**src/rtl/wss_pkg.sv**
```systemverilog
// ----------------------------------------------------------------------------
// wss_pkg
// Shared constants, types and helpers for the waypoint smoothstep
// interpolator: store geometry, fixed-point widths, opcodes and the
// divider request/response words.
// ----------------------------------------------------------------------------
package wss_pkg;

  // Store geometry and fixed-point format
  localparam int MAX_POINTS = 64;
  localparam int JOINTS     = 6;
  localparam int FRAC_BITS  = 16;

  // Fixed port layout
  localparam int OUT_JOINTS = 6;
  localparam int ELEM_W     = 32;
  localparam int DUR_W      = 16;
  localparam int CNT_W      = 7;
  localparam int OP_W       = 2;
  localparam int IDX_W      = 6;
  localparam int CFG_IDX_W  = 1;
  localparam int CFG_DATA_W = 16;

  // Derived widths
  localparam int PT_W    = $clog2(MAX_POINTS);
  localparam int ADDR_W  = $clog2(MAX_POINTS * JOINTS);
  localparam int JI_W    = $clog2(OUT_JOINTS);
  localparam int K_W     = FRAC_BITS + 2;
  localparam int MUL_A_W = ELEM_W + 2;
  localparam int MUL_B_W = FRAC_BITS + 2;
  localparam int PROD_W  = MUL_A_W + MUL_B_W;
  localparam int DVD_W   = ELEM_W + FRAC_BITS;
  localparam int DCNT_W  = $clog2(DVD_W + 1);
  localparam int ONE     = 1 << FRAC_BITS;

  // Register reset values
  localparam logic [DUR_W-1:0] DUR_RESET = DUR_W'(1000);
  localparam logic [CNT_W-1:0] CNT_RESET = CNT_W'(2);

  // Configuration register indexes
  localparam logic [CFG_IDX_W-1:0] CFG_SEG_DUR   = 1'd0;
  localparam logic [CFG_IDX_W-1:0] CFG_POINT_CNT = 1'd1;

  // Operation codes
  localparam logic [OP_W-1:0] OP_LOAD  = 2'd0;
  localparam logic [OP_W-1:0] OP_START = 2'd1;
  localparam logic [OP_W-1:0] OP_TICK  = 2'd2;

  // Divider request and response
  typedef struct packed {
    logic              start;
    logic [DVD_W-1:0]  dividend;
    logic [DUR_W-1:0]  divisor;
  } div_req_t;

  typedef struct packed {
    logic              busy;
    logic              done;
    logic [DVD_W-1:0]  quotient;
  } div_rsp_t;

  // Flat store address of joint j of waypoint pt
  function automatic logic [ADDR_W-1:0] wp_addr(logic [PT_W-1:0] pt, logic [JI_W-1:0] j);
    return ADDR_W'(pt) * ADDR_W'(JOINTS) + ADDR_W'(j);
  endfunction

endpackage

```
**src/rtl/wss_mul.sv**
```systemverilog
// ----------------------------------------------------------------------------
// wss_mul
// Shared signed multiplier with a registered product. Serves the segment
// end time, the smoothstep polynomial and the per-joint scaling.
// ----------------------------------------------------------------------------
module wss_mul
  import wss_pkg::*;
(
  input  logic                      clk,
  input  logic signed [MUL_A_W-1:0] a,
  input  logic signed [MUL_B_W-1:0] b,
  output logic signed [PROD_W-1:0]  prod
);

  logic signed [PROD_W-1:0] prod_r;

  always_ff @(posedge clk) begin
    prod_r <= a * b;
  end

  assign prod = prod_r;

endmodule

```
**config.mk**
```make
export PLATFORM = sky130hd
export DESIGN_NAME = wss_mul
export DESIGN_NICKNAME = d
export VERILOG_FILES = /design/src/rtl/wss_pkg.sv /design/src/rtl/wss_mul.sv
export SDC_FILE = /design/constraint.sdc
export NUM_CORES = 2
export LEC_CHECK = 0
export ABC_AREA = 1
export ABC_CLOCK_PERIOD_IN_PS = 8100
export BUFFER_PORTS_ARGS = -buffer_cell sky130_fd_sc_hd__buf_4
export CAP_MARGIN = 30
export CORE_UTILIZATION = 66
export DETAILED_ROUTE_END_ITERATION = 10
export PLACE_DENSITY = 0.85
export REMOVE_ABC_BUFFERS = 1
export SLEW_MARGIN = 20
export SYNTH_ARGS = -nofsm -noshare
export SYNTH_HDL_FRONTEND = slang
export SYNTH_SLANG_ARGS = --single-unit
```
**constraint.sdc**
```tcl
create_clock -name clk -period 8.1 [get_ports clk]
set_clock_uncertainty 0.05 [all_clocks]
set_input_delay 1.62 -clock clk [delete_from_list [all_inputs] [get_ports clk]]
set_output_delay 1.62 -clock clk [all_outputs]
set_load 0.005 [all_outputs]
```
; ---- Yosys cells after proc, flatten, opt, wreduce, memory -nomap -nowiden
; Index checks and enable logic that the tools add are counted.
[word_totals]
input_bits = 53
regBits = 52
word_cells = 2
output_inout_bits = 52
[op_classes]
n_mul = 1
[ops]
columns = operator, n
row1 = 34-bit by 18-bit multiplier with 52-bit output, 1

; ---- Longest topological paths before layout
[depth]
depth_word = 1
mapped_depth = 29
ltp_nobuf = 27

; ---- Least setup slack after synthesis
; Ideal clock, no wire load.
[synth_path]
path_type = input to register
startpoint = in a[33]
endpoint = reg prod_r[47], in the netlist prod[47]
path_stages = 22
path_buffers = 2
setup_time_ps = 114
required_time_ps = 7936
arrival_time_ps = 6814
path_slack_ps = 1122
cell_sequence = clkbuf_1 > clkbuf_1 > nand2_1 > fa_1 > inv_1 > fa_1 > inv_1 > fa_1 > fa_1 > fa_1 > fa_1 > inv_1 > ha_1 > nand2_1 > nor2_1 > inv_1 > nor2_1 > nand2_1 > nor2_1 > nand2_1 > nand4_1 > nand2_1
[synth_between]
elab_chain_cells = 1
[synth_lines]
columns = element, line
row1 = start: declaration, wss_mul.sv:10  ; input logic signed [MUL_A_W-1:0] a,
row2 = 34-bit by 18-bit multiplier with 52-bit output, wss_mul.sv:18  ; prod_r <= a * b;
row3 = end signal: assignment, wss_mul.sv:18
row4 = end: declaration, wss_mul.sv:15  ; logic signed [PROD_W-1:0] prod_r;
; Every way passes these cells.

; ---- Worst setup path after layout
[layout_path]
startpoint = in b[3]
endpoint = reg prod_r[43], in the netlist prod[43]
[layout_between]
elab_chain_cells = 1
[layout_lines]
columns = element, line
row1 = start: declaration, wss_mul.sv:11  ; input logic signed [MUL_B_W-1:0] b,
row2 = 34-bit by 18-bit multiplier with 52-bit output, wss_mul.sv:18
; Every way passes these cells.

==> metrics.cfg <==
[yosys]
syn_area_per_cell_um2=7.421
synthTopCellsByArea=sky130_fd_sc_hd__fa_1 (48%), sky130_fd_sc_hd__inv_1 (17%), sky130_fd_sc_hd__nand2_1 (15%)
synthDistinctLibCells=28
cells_after_synthesis=3262
synth_enable_flop_cells=0
synthArstFlopShare=0
synth.yosys.warnings=0
ys_ff_latch=52
yosys.cell_count.top_type=sky130_fd_sc_hd__inv_1
synth_top_cells_by_count=sky130_fd_sc_hd__inv_1 (1093), sky130_fd_sc_hd__nand2_1 (984), sky130_fd_sc_hd__fa_1 (585)
ys_seq_area_frac=0.04300
post-synth-top-area-fraction=0.4838
yosys_most_used_dff=sky130_fd_sc_hd__dfxtp_1
yosysTopAreaCell=sky130_fd_sc_hd__fa_1
synth.cell_area_um2=24210

[layout]
largest_register_ff_count=52
finalNetCount=3998
area_growth_pct=4.176
multiInputGateArea_um2=18510
antenna_diode_count=0
fillerInstances=2861
seqCellArea_um2=1041
drive_above_1_share=0.05099

[worst_setup_path]
critical_path.cell_chain=buf_4, nand2_1, inv_1, fa_1, inv_1, fa_1, fa_1, inv_1, fa_1, fa_1, inv_1, fa_1, inv_1, ha_1, nand2_1, nor2_1, nand2_1, nor3_2, nand4_1, nand4_1, nand2_1
critical_path.max_stage_delay_ns=0.52
endpoint_kind=flip-flop
setup.worst_path.class=in -> reg
cpMaxStageDelayCell=sky130_fd_sc_hd__fa_1
crit_path_frequent_cell=sky130_fd_sc_hd__fa_1
buf_inv_on_cp=6
worst_setup_path_start_kind=input pin
cp_max_fo=34
required_ns=8.25
timing.critical_path.arrival_ns=7.29
crit_family=adder cells

[clock_tree]
path_clk_slew_ns=0.07
cts_setup_buffers=0
clkSinkCount=52
clockBufferDepth=2
numCtsBuffers=5
cts.hold.buffers_added=0
cts_resized=0
htree_levels=2
cts.root.buffer_cell=sky130_fd_sc_hd__clkbuf_16
clock_tree_from_tritoncts=yes

[sta]
report.final.setup_viol=0
achievable-frequency_mhz=139.9
rsz0062_at_grt=false
timing_hold_violations_final=0
period_minus_slack_ns=7.146
period_share=0.8822
final-max-slew-violation-count=0
relSlewSlack=0.6097
fin_tns_setup_ns=0
measured_slew_at_the_worst_slew_check_pin_ns=0.5855

[status]
status=finished with violations
failing_checks=DRC

[drt]
detail_route.wl_per_cell_um=17.30
final_antenna_net_count=0
drc=10
drt_first_pass_iters=8
detail_route.vias_per_cell=5.288
wirelength_mm=63.95
detailroute.via_count=19550
first_iter_violations=1354

[floorplanning]
floorplan.initialDensity=0.6756
dieArea_um2=37450
die-width_um=193.5
die_height_um=193.5
floorplan.core_area_um2=35830
boundaryPins=105
floorplan_row_count=69

[placed_design]
gp_congestion=0.9907
detailedPlacementHpwl_mm=52.74
port-buffer-count=104

[global_routing]
antenna_found_initial=1
number_of_global_route_vias_before_repair=21910
grt_pass1_wl_mm=107.1
grtUsageTotal=0.3638
grt_max_degree=36
grt-ovfl-total=0

[worst_hold_path]
hp-class=in -> reg

[run]
max_cap_viol_count=0

metal layers:
metal / routed length (um) / global-route usage / share of wire
met3: 5442 / 0.05265 / 0.085
met4: 2918 / 0.1467 / 0.046
met2: 32410 / 0.6633 / 0.51
met1: 23170 / 0.4312 / 0.36
met5: 0 / 0 / 0
placed cells by master (no fill, tap or decap):
cell,n
sky130_fd_sc_hd__xnor2_1,6
sky130_fd_sc_hd__nand3_2,1
sky130_fd_sc_hd__nor2_2,13
sky130_fd_sc_hd__xor2_1,23
sky130_fd_sc_hd__nor2_4,4
sky130_fd_sc_hd__nand3_1,47
sky130_fd_sc_hd__clkinv_2,1
sky130_fd_sc_hd__nor2_1,81
sky130_fd_sc_hd__ha_1,125
sky130_fd_sc_hd__clkinv_1,1
sky130_fd_sc_hd__a21oi_2,1
sky130_fd_sc_hd__or2_2,6
sky130_fd_sc_hd__clkbuf_16,5
sky130_fd_sc_hd__bufinv_16,1
sky130_fd_sc_hd__o21bai_1,4
sky130_fd_sc_hd__inv_2,7
sky130_fd_sc_hd__dfxtp_1,52
sky130_fd_sc_hd__fa_1,585
sky130_fd_sc_hd__a21o_1,2
sky130_fd_sc_hd__o21ai_0,4
sky130_fd_sc_hd__clkinvlp_4,1
sky130_fd_sc_hd__nor3_2,7
sky130_fd_sc_hd__and2_1,1
sky130_fd_sc_hd__inv_1,1093
sky130_fd_sc_hd__nand2_2,13
sky130_fd_sc_hd__a21oi_1,36
sky130_fd_sc_hd__nor3_1,7
sky130_fd_sc_hd__nand3b_1,3
sky130_fd_sc_hd__nand4_1,17
sky130_fd_sc_hd__nand2_1,984
sky130_fd_sc_hd__buf_4,105
kinds of logic (layout without fill, tap and decap cells):
family / after synthesis / after routing / share of synthesized area
flops: 52 / 52 / 0.04300
xor+xnor: 29 / 29 / 0.01049
buf+inv: 1240 / 1214 / 0.1923
simple gates: 1184 / 1184 / 0.1953
fa+ha+maj: 710 / 710 / 0.5484
compound gates: 47 / 47 / 0.01049
path summary, 6_finish.rpt:
path	start	slack [ns]	depth (start not counted)	endpoint
worst max-delay path	b[3]	0.95	21	prod[43]$_DFF_P_
worst min-delay path	a[0]	1.66	3	prod[0]$_DFF_P_
final cells by class:
cell class | instances | share of cell area
Timing Repair Buffer | 105 | 0.03126
Inverter | 1101 | 0.1639
Sequential cell | 52 | 0.04128
Multi-Input combinational cell | 1970 | 0.7341
Tap cell | 461 | 0.02287
Clock buffer | 5 | 0.004962
Clock inverter | 3 | 0.001687
tightest hold or removal path: cells and delay by family:
family        cells  cell delay [ns]
buf+inv           2             0.25
simple gates      1             0.11
through the flow:
stage / hold slack (ns) / instance area, um^2 / instances / util / setup WS [ns]
3_3_place_gp: 1.950 / 25050 / 3689 / 0.6992 / 0.7718
4_1_cts: 1.647 / 25220 / 3697 / 0.7039 / 0.9760
6_report: 1.663 / 25220 / 3697 / 0.7039 / 0.9543
5_1_grt: 1.672 / 25220 / 3697 / 0.7039 / 0.5495
3_5_place_dp: 1.949 / 25050 / 3689 / 0.6992 / 0.7041
2_1_floorplan: 1.663 / 23690 / 3123 / - / 1.611
Power is left out: the tool's default activity adds up to more than one toggle a clock period on the data nets, which glitch-free logic cannot reach.
