### src/rtl/wss_pkg.sv
// ----------------------------------------------------------------------------
// wss_pkg
// Shared constants, types and helpers for the waypoint smoothstep
// interpolator: store geometry, fixed-point widths, opcodes and the
// divider request/response words.
// ----------------------------------------------------------------------------
package wss_pkg;

  // Store geometry and fixed-point format
  localparam int MAX_POINTS = 64;
  localparam int JOINTS     = 6;
  localparam int FRAC_BITS  = 16;

  // Fixed port layout
  localparam int OUT_JOINTS = 6;
  localparam int ELEM_W     = 32;
  localparam int DUR_W      = 16;
  localparam int CNT_W      = 7;
  localparam int OP_W       = 2;
  localparam int IDX_W      = 6;
  localparam int CFG_IDX_W  = 1;
  localparam int CFG_DATA_W = 16;

  // Derived widths
  localparam int PT_W    = $clog2(MAX_POINTS);
  localparam int ADDR_W  = $clog2(MAX_POINTS * JOINTS);
  localparam int JI_W    = $clog2(OUT_JOINTS);
  localparam int K_W     = FRAC_BITS + 2;
  localparam int MUL_A_W = ELEM_W + 2;
  localparam int MUL_B_W = FRAC_BITS + 2;
  localparam int PROD_W  = MUL_A_W + MUL_B_W;
  localparam int DVD_W   = ELEM_W + FRAC_BITS;
  localparam int DCNT_W  = $clog2(DVD_W + 1);
  localparam int ONE     = 1 << FRAC_BITS;

  // Register reset values
  localparam logic [DUR_W-1:0] DUR_RESET = DUR_W'(1000);
  localparam logic [CNT_W-1:0] CNT_RESET = CNT_W'(2);

  // Configuration register indexes
  localparam logic [CFG_IDX_W-1:0] CFG_SEG_DUR   = 1'd0;
  localparam logic [CFG_IDX_W-1:0] CFG_POINT_CNT = 1'd1;

  // Operation codes
  localparam logic [OP_W-1:0] OP_LOAD  = 2'd0;
  localparam logic [OP_W-1:0] OP_START = 2'd1;
  localparam logic [OP_W-1:0] OP_TICK  = 2'd2;

  // Divider request and response
  typedef struct packed {
    logic              start;
    logic [DVD_W-1:0]  dividend;
    logic [DUR_W-1:0]  divisor;
  } div_req_t;

  typedef struct packed {
    logic              busy;
    logic              done;
    logic [DVD_W-1:0]  quotient;
  } div_rsp_t;

  // Flat store address of joint j of waypoint pt
  function automatic logic [ADDR_W-1:0] wp_addr(logic [PT_W-1:0] pt, logic [JI_W-1:0] j);
    return ADDR_W'(pt) * ADDR_W'(JOINTS) + ADDR_W'(j);
  endfunction

endpackage

### src/rtl/wss_div.sv
// ----------------------------------------------------------------------------
// wss_div
// Restoring divider, one quotient bit per cycle. The dividend register
// shifts left and collects quotient bits at the bottom.
// ----------------------------------------------------------------------------
module wss_div
  import wss_pkg::*;
(
  input  logic     clk,
  input  logic     rst_n,
  input  div_req_t req,
  output div_rsp_t rsp
);

  logic              busy_r;
  logic              done_r;
  logic [DCNT_W-1:0] cnt_r;
  logic [DVD_W-1:0]  quo_r;
  logic [DUR_W:0]    rem_r;
  logic [DUR_W-1:0]  dvs_r;

  logic [DUR_W:0]    rem_sh;
  logic              q_bit;
  logic [DUR_W:0]    rem_nxt;

  // One restoring step
  always_comb begin
    rem_sh  = {rem_r[DUR_W-1:0], quo_r[DVD_W-1]};
    q_bit   = (rem_sh >= {1'b0, dvs_r});
    rem_nxt = q_bit ? (rem_sh - {1'b0, dvs_r}) : rem_sh;
  end

  // Control: iteration count and done pulse
  always_ff @(posedge clk) begin
    if (!rst_n) begin
      busy_r <= 1'b0;
      done_r <= 1'b0;
      cnt_r  <= '0;
    end else begin
      done_r <= 1'b0;
      if (req.start) begin
        busy_r <= 1'b1;
        cnt_r  <= DCNT_W'(DVD_W);
      end else if (busy_r) begin
        cnt_r <= cnt_r - 1'b1;
        if (cnt_r == DCNT_W'(1)) begin
          busy_r <= 1'b0;
          done_r <= 1'b1;
        end
      end
    end
  end

  // Datapath
  always_ff @(posedge clk) begin
    if (req.start) begin
      quo_r <= req.dividend;
      rem_r <= '0;
      dvs_r <= req.divisor;
    end else if (busy_r) begin
      rem_r <= rem_nxt;
      quo_r <= {quo_r[DVD_W-2:0], q_bit};
    end
  end

  assign rsp.busy     = busy_r;
  assign rsp.done     = done_r;
  assign rsp.quotient = quo_r;

endmodule

### config.mk
export PLATFORM = sky130hd
export DESIGN_NAME = wss_div
export DESIGN_NICKNAME = d
export VERILOG_FILES = /design/src/rtl/wss_pkg.sv /design/src/rtl/wss_div.sv
export SDC_FILE = /design/constraint.sdc
export NUM_CORES = 1
export LEC_CHECK = 0
export ABC_AREA = 1
export BUFFER_PORTS_ARGS = -buffer_cell sky130_fd_sc_hd__buf_2
export CAP_MARGIN = 20
export CORE_MARGIN = 5
export CORE_UTILIZATION = 54
export DETAILED_ROUTE_END_ITERATION = 16
export HOLD_SLACK_MARGIN = 0.12
export PLACE_DENSITY = 0.91
export SLEW_MARGIN = 40
export SYNTH_ARGS = -nofsm -noshare
export SYNTH_HDL_FRONTEND = slang
export SYNTH_SLANG_ARGS = --single-unit
### constraint.sdc
create_clock -name clk -period 2.1 [get_ports clk]
set_input_delay 0 -clock clk [delete_from_list [all_inputs] [get_ports clk]]
set_output_delay 0 -clock clk [all_outputs]
set_load 0.05 [all_outputs]
After elaboration in Yosys (flattened, before gate mapping). Index checks and enable logic that the tools add are counted.

Flip-flop bits (word level): 88. Latch bits: 0. RAM bits: 0. Memory bits (read-only): 0. Memories: 0.

Add/subtract/negate cells: 2. Multipliers: 0. Divide/modulo/power cells: 0. Magnitude comparators: 1. Equality and inequality tests: 1. Shifts and indexed selects: 0. Multiplexer cells: 9. Bitwise operators: 2. Reduce and logical (&&, ||, !) cells: 3.

Operators with widths (count): two-way mux 48 bit (2); >= comparator 17 x 16 -> 1 bit (1); two-way mux 16 bit (1); subtractor 16 bit (1); two-way mux 6 bit (2); == test 6 x 1 -> 1 bit, second input constant (1); subtractor 6 x 1 -> 6 bit, second input constant (1); two-way mux 1 bit (4); OR reduction 3 bit (1); NOT 1 bit (2); nonzero test 2 bit (1); OR reduction 2 bit (1).

Longest topological paths before layout. Gate-level depths: netlist of run 1.

Word-level depth: 4. Depth in mapped cells: 14. Depth with buffers taken out: 14.

Least setup slack after synthesis of run 1. OpenSTA, ideal clock, no wires.

Path type: register to register. From: reg quo_r[47]. To: reg rem_r[8]. Setup time: 0.113 ns. Data arrival time: 1.972 ns. Path slack: 0.014 ns. Stages on the path, launching flop included: 14. Buffers on the path: 0. Cells stage by stage: edfxtp_1 -> inv_1 -> ha_1 -> fa_1 -> nor2_1 -> nor2_1 -> nor2_1 -> nor2_1 -> nand2_1 -> nand2_1 -> inv_1 -> nand2_1 -> nand3_1 -> nand2_1.

Cells in the longest elaborated chain, start to end: 2. Elaborated cells on any way between the ends: 3.

Ends and longest elaborated chain: start, declared (RTL line wss_div.sv:18) `logic [DVD_W-1:0] quo_r;`; start signal, assigned (RTL line wss_div.sv:57) `quo_r <= req.dividend;`; start signal, assigned (RTL line wss_div.sv:62) `quo_r <= {quo_r[DVD_W-2:0], q_bit};`; subtractor 16 bit / >= comparator 17 x 16 -> 1 bit (equally long branches) (RTL line wss_div.sv:30, wss_div.sv:29); two-way mux 16 bit * (RTL line wss_div.sv:30) `rem_nxt = q_bit ? (rem_sh - {1'b0, dvs_r}) : rem_sh;`; end signal, assigned (RTL line wss_div.sv:61) `rem_r <= rem_nxt;`; end, declared (RTL line wss_div.sv:19) `logic [DUR_W:0] rem_r;`.

Mark *: on every way between the ends. The rest lies on a longest branch, timed or not. A chain may end at the register's enable or synchronous reset.

Worst setup path in the final report of run 1.
From: reg dvs_r[8]. To: reg rem_r[7].

Cells in the longest elaborated chain, start to end: 2.

Ends and longest elaborated chain: start, declared (RTL line wss_div.sv:20) `logic [DUR_W-1:0] dvs_r;`; start signal, assigned (RTL line wss_div.sv:59) `dvs_r <= req.divisor;`; >= comparator 17 x 16 -> 1 bit (RTL line wss_div.sv:29) `q_bit = (rem_sh >= {1'b0, dvs_r});`; two-way mux 16 bit (RTL line wss_div.sv:30).

Every way passes these cells.

==> impl_metrics.toml, run 1 <==
[cells_and_area]
num_antenna_cells = 0
drive_above_1_share_pct = 20.6
area_growth_pct = 33.8
finalNonFillerCells = 909
utilization_pct = 74.1
finalNetCount = 882

[worst_setup_path]
worst_ep_arrival_time_ns = 2.26
setup.worst_path.end_class = "flip-flop"
path_max_fanout = 9
cp.required_ns = 2.35
r2r_cells = 13
start_kind = "flip-flop"
critPathKind = "flip-flop to flip-flop"

[global_routing]
grt_pass1_wl_mm = 25.5
grt_use_total_pct = 28.8
grt_overflow = 0
grt_max_degree = 53
grt_pass1_vias = 5133
antenna_found_initial = 0

[yosys]
synth-edff-count = 64
syn_inst = 609
synth_nets = 695
ys_ff_latch = 88
yosys.area.top_type = "edfxtp_1"
synthTopCellsByArea = "edfxtp_1 40%, nand2_1 22%, dfxtp_1 10%"
async_reset_ff_share_pct = 0
synth-seq-area-share_pct = 50.0
ys.flop_type = "edfxtp_1"
synth_cell_types = 35
yosys_warnings = 0
synthTopCellsByCount = "277 x nand2_1, 84 x inv_1, 64 x edfxtp_1"
synth_top_cell_area_share_pct = 40.0
synth_area_mm2 = 0.00480
yosysMostFrequentCell = "nand2_1"
syn_avg_cell_area_um2 = 7.89

[run_status]
status = "finished, final reports clean"

[drt]
postRouteAntennaNets = 0
viasPerCell = 5.56
firstDrtPassIters = 5
drt_iter0_drc = 469
drc = 0
finalWirelength_mm = 15.9
vias = 5053
wl_per_cell_um = 17.5

[floorplan]
die_height_um = 104
start_util_pct = 55.4
placementRows = 34
core_mm2 = 0.00868
io_pins = 117
die-area_mm2 = 0.0109
die_w_um = 104

[placement]
dp_cells = 825
globalplace.congestion = 1.02
dp_hpwl_mm = 8.83
port_buffers = 116
dp_worst_setup_slack_ns = 0.119

[clock_network]
cts_tree = "done"
cts.reportedPaths.clkPinSlew_ns = 0.09
cts.htree.levels = 3
clock_sinks = 88
clk_latency_ns = 0.36
root_buffer = "clkbuf_8"
cts_buffer_depth = 2
cts_buffers = 9

[sta]
setup_ws_ns = 0.0899
finalHoldViolations = 0
setup_viol = 0
slew_headroom_pct = 54.3
fmax_mhz = 497
worst_pin_slew_ns = 0.684
finalMaxSlewViolations = 0
finClkSkew_ns = 0.0114
fin_crit_ns = 2.01
fin_crit_sh_pct = 95.7

[power_and_ir_drop]
p_leak_uw = 0.00332
peakVddDrop_mv = 0.464
p_per_area_mw_per_mm2 = 687

[hold_path]
hold_path_depth = 2
hp-class = "primary input to flip-flop"

[job]
drv_cap = 0
[cell type report]
type                            instances  area [µm²]
Clock buffer                           10         138
Fill cell                             552        2250
Clock inverter                          6        66.3
Tap cell                              108         135
Timing Repair Buffer                  194        1360
Multi-Input combinational cell        418        2010
Sequential cell                        88        2400
Inverter                               85         319
[timing repair]
action	CTS	global route
hold buffers	66	0
buffers inserted	0	2
resized for setup	0	4
endpoints found under the hold margin	82	0
setup endpoints to repair	0	16
[flip-flops by register name (all words and copies together), names as in the netlist]
signal / flops
quo_r: 48
dvs_r: 16
rem_r: 16
cnt_r: 6
busy_r: 1
done_r: 1
[path summary, 6_finish.rpt]
path | start | end | slack [ns]
setup / recovery | dvs_r[8] | rem_r[7] | 0.09
hold / removal | req[14] | dvs_r[14] | 0.36
setup reg to reg | dvs_r[8] | rem_r[7] | 0.09
hold reg to reg | rem_r[11] | rem_r[11] | 0.49
[placed cells by master (no fill, tap or decap), types with 8 or more instances in the layout]
cell type	instances
dfxtp_1	24
buf_4	10
edfxtp_1	64
dlygate4sd3_1	66
ha_1	17
a21oi_1	8
inv_1	83
buf_2	116
nand3_1	39
clkbuf_8	10
nand2_1	277
nor2_1	22
[power breakdown]
group | leakage, µW | switching, µW | internal, µW
Combinational | 0.00238 | 741 | 319
Clock | 0.0000949 | 648 | 585
Sequential | 0.000844 | 94.0 | 2030
[critical path, cell delays in order (launching register included)]
cell and delay, ns:
edfxtp_1 0.39, inv_1 0.08, ha_1 0.30, nand2_2 0.16, inv_1 0.05, nand2_1 0.06, nand2_1 0.07, inv_1 0.09
nand3_2 0.11, nand2_4 0.15, buf_4 0.19, nand3_1 0.10, nand3_1 0.11, nand2_1 0.06
[metal layers]
metal	part of all wire, %	track usage [%]
met1	35	35.1
met4	4.4	13.0
met3	13	7.70
met2	47	47.5
met5	0	0
[logic make-up (layout without fill, tap and decap cells)]
logic type      Yosys count  in the layout  synth area share, %
xor+xnor                  8              8                 1.46
simple gates            371            371                 32.6
buf+inv                 103            295                 8.54
compound gates           20             20                 2.29
flops                    88             88                 50.0
fa+ha+maj                19             19                 5.10
[metrics by stage]
stage | hold WS [ns] | setup TNS (ns) | instance area [µm²] | total power (µW)
5_1_grt | 0.344 | -0.00406 | 6430 | 4560
3_5_place_dp | 0.178 | 0 | 5530 | 3040
4_1_cts | 0.332 | 0 | 6400 | 4340
3_3_place_gp | 0.178 | -0.311 | 5530 | 3020
2_1_floorplan | 0.0989 | 0 | 4800 | 2770
6_report | 0.358 | 0 | 6430 | 4420
(Power assumes the default switching activity.)
==> run 2, diff against run 1 <==
clock period = 2.2 ns   (was 2.1 ns; I/O delays follow)
==> run 2 against run 1 <==
  * Die area is the same
  * Final area fell by 0.33%
  * Total power decreased by 6.0%
  * Via count fell by 2.4%
  * Register-to-register slack improved by 0.07 ns
  * Non-clock buffer count shrank 1
  * Clock skew up 0.0071 ns
  * First-iteration DRC count shrank 13%
==> impl_metrics.toml, run 2 (synthesized netlist as in run 1, its figures left out) <==
[run_status]
status = "finished, final reports clean"

[drt]
drc = 0
viasPerCell = 5.43
vias = 4934
drt_iter0_drc = 410
finalWirelength_mm = 15.2
firstDrtPassIters = 6
postRouteAntennaNets = 0
wl_per_cell_um = 16.8

[job]
drv_cap = 0

[clock_network]
cts_buffer_depth = 2
root_buffer = "clkbuf_8"
clock_sinks = 88
cts_buffers = 9
clk_latency_ns = 0.36
cts.htree.levels = 3
cts.reportedPaths.clkPinSlew_ns = 0.09
cts_tree = "done"

[global_routing]
grt_pass1_vias = 4972
grt_pass1_wl_mm = 24.4
antenna_found_initial = 0
grt_max_degree = 53
grt_overflow = 0
grt_use_total_pct = 27.8

[worst_setup_path]
r2r_slack_ns = 0.16
start_kind = "flip-flop"
path_max_fanout = 16
critPathKind = "flip-flop to flip-flop"
r2r_end = "rem_r[0]"
r2r_cells = 12
cp.required_ns = 2.42
worst_ep_arrival_time_ns = 2.26
r2r-start = "dvs_r[6]"
setup.worst_path.end_class = "flip-flop"

[power_and_ir_drop]
p_switching_uw = 1380
p_per_area_mw_per_mm2 = 648
peakVddDrop_mv = 0.519
p_comb_share_pct = 24.0
switching_share_pct = 33.3
seqPwrFrac_pct = 48.8
p_leak_uw = 0.00332
internal_power_uw = 2770
clock_power_share_pct = 27.1

[cells_and_area]
area_growth_pct = 33.4
finalNonFillerCells = 908
final_cell_mix = "277 x nand2_1, 116 x buf_2, 83 x inv_1"
largestRegisters = "quo_r: 48 flops, dvs_r: 16 flops, rem_r: 16 flops"
finalNetCount = 881
num_antenna_cells = 0
drive_above_1_share_pct = 20.0
largest_register_ffs = 48
regMostFlops = "quo_r"
utilization_pct = 73.8
layout_commonest_cell = "nand2_1"

[sta]
hold_ws_ns = 0.361
worst_pin_slew_ns = 0.617
fin_crit_sh_pct = 92.9
rsz0062_at_grt = "no"
setup-tns-final_ns = 0
finalHoldViolations = 0
setup_viol = 0
finalMaxSlewViolations = 0
fin_crit_ns = 2.04
finClkSkew_ns = 0.0185
fmax_mhz = 489
slew_headroom_pct = 58.8

[hold_path]
min_from = "req[3]"
holdPathEnd = "dvs_r[3]"
hp-class = "primary input to flip-flop"
hold_path_depth = 2

[floorplan]
start_util_pct = 55.4
die_w_um = 104
core_mm2 = 0.00868
io_pins = 117
die-area_mm2 = 0.0109
placementRows = 34
die_height_um = 104

[placement]
dp_cells = 823
globalplace.congestion = 0.959
port_buffers = 116
dp_hpwl_mm = 8.97
-- run 2: power by group through the flow --
| stage | sequential (µW) | combinational (µW) | clock [µW] |
|---|---|---|---|
| 3_3_place_gp | 2040 | 841 | 0 |
| 3_5_place_dp | 2040 | 864 | 0 |
| 5_1_grt | 2030 | 1060 | 1200 |
| 6_report | 2030 | 998 | 1130 |
| 2_1_floorplan | 2360 | 290 | 0 |
| 4_1_cts | 2010 | 954 | 1130 |
-- run 2: through the flow --
step                      area (µm²)  setup slack (ns)  total power [µW]
after global routing            6410           0.00588              4290
after detailed placement        5510             0.169              2910
final                           6410             0.156              4150
after global placement          5510             0.257              2880
after floorplan                 4800             0.114              2650
after CTS                       6360             0.151              4100
-- run 2: final cells by class --
cell class              count  area [µm²]
clock inverters             6        67.6
well taps                 108         135
clock buffers              10         128
inverters                  85         319
flip-flops and latches     88        2400
fillers                   534        2270
multi-input cells         418        2010
repair buffers            193        1350
-- run 2: metal layers --
layer | global-route usage [%] | wire length, µm | vias to the layer above
li1 | - | - | 2281
met1 | 33.6 | 5600 | 2220
met2 | 47.0 | 7400 | 371
met3 | 5.71 | 1680 | 62
met4 | 13.3 | 550 | 0
met5 | 0 | 0 | -
-- run 2: repair_timing --
action,CTS,global route
gates resized for setup,0,2
setup buffers,0,3
hold buffers,65,1
hold endpoints to repair,72,6
endpoints found under the setup margin,0,1
-- run 2: how the worst max path moves through the flow --
stage | from | endpoint | slack [ns] | cells after the start
final | dvs_r[6] | rem_r[0] | 0.16 | 12
after CTS | dvs_r[11] | rem_r[0] | 0.15 | 13
after global routing | dvs_r[9] | rem_r[0] | 0.006 | 11
after detailed placement | dvs_r[12] | rem_r[0] | 0.17 | 13
after floorplan | quo_r[47] | rem_r[8] | 0.11 | 13
after global placement | dvs_r[9] | rem_r[1] | 0.26 | 11
-- run 2: critical path: stages, from the launching register on --
cell and delay, ns:
edfxtp_1 0.37, inv_1 0.06, ha_1 0.38, nand2_1 0.14, nor2_4 0.14, nand3_2 0.08
nor2_2 0.15, nor2_4 0.04, buf_4 0.17, nand2_8 0.14, nand2_1 0.06, nand3_1 0.07
o21ai_0 0.11
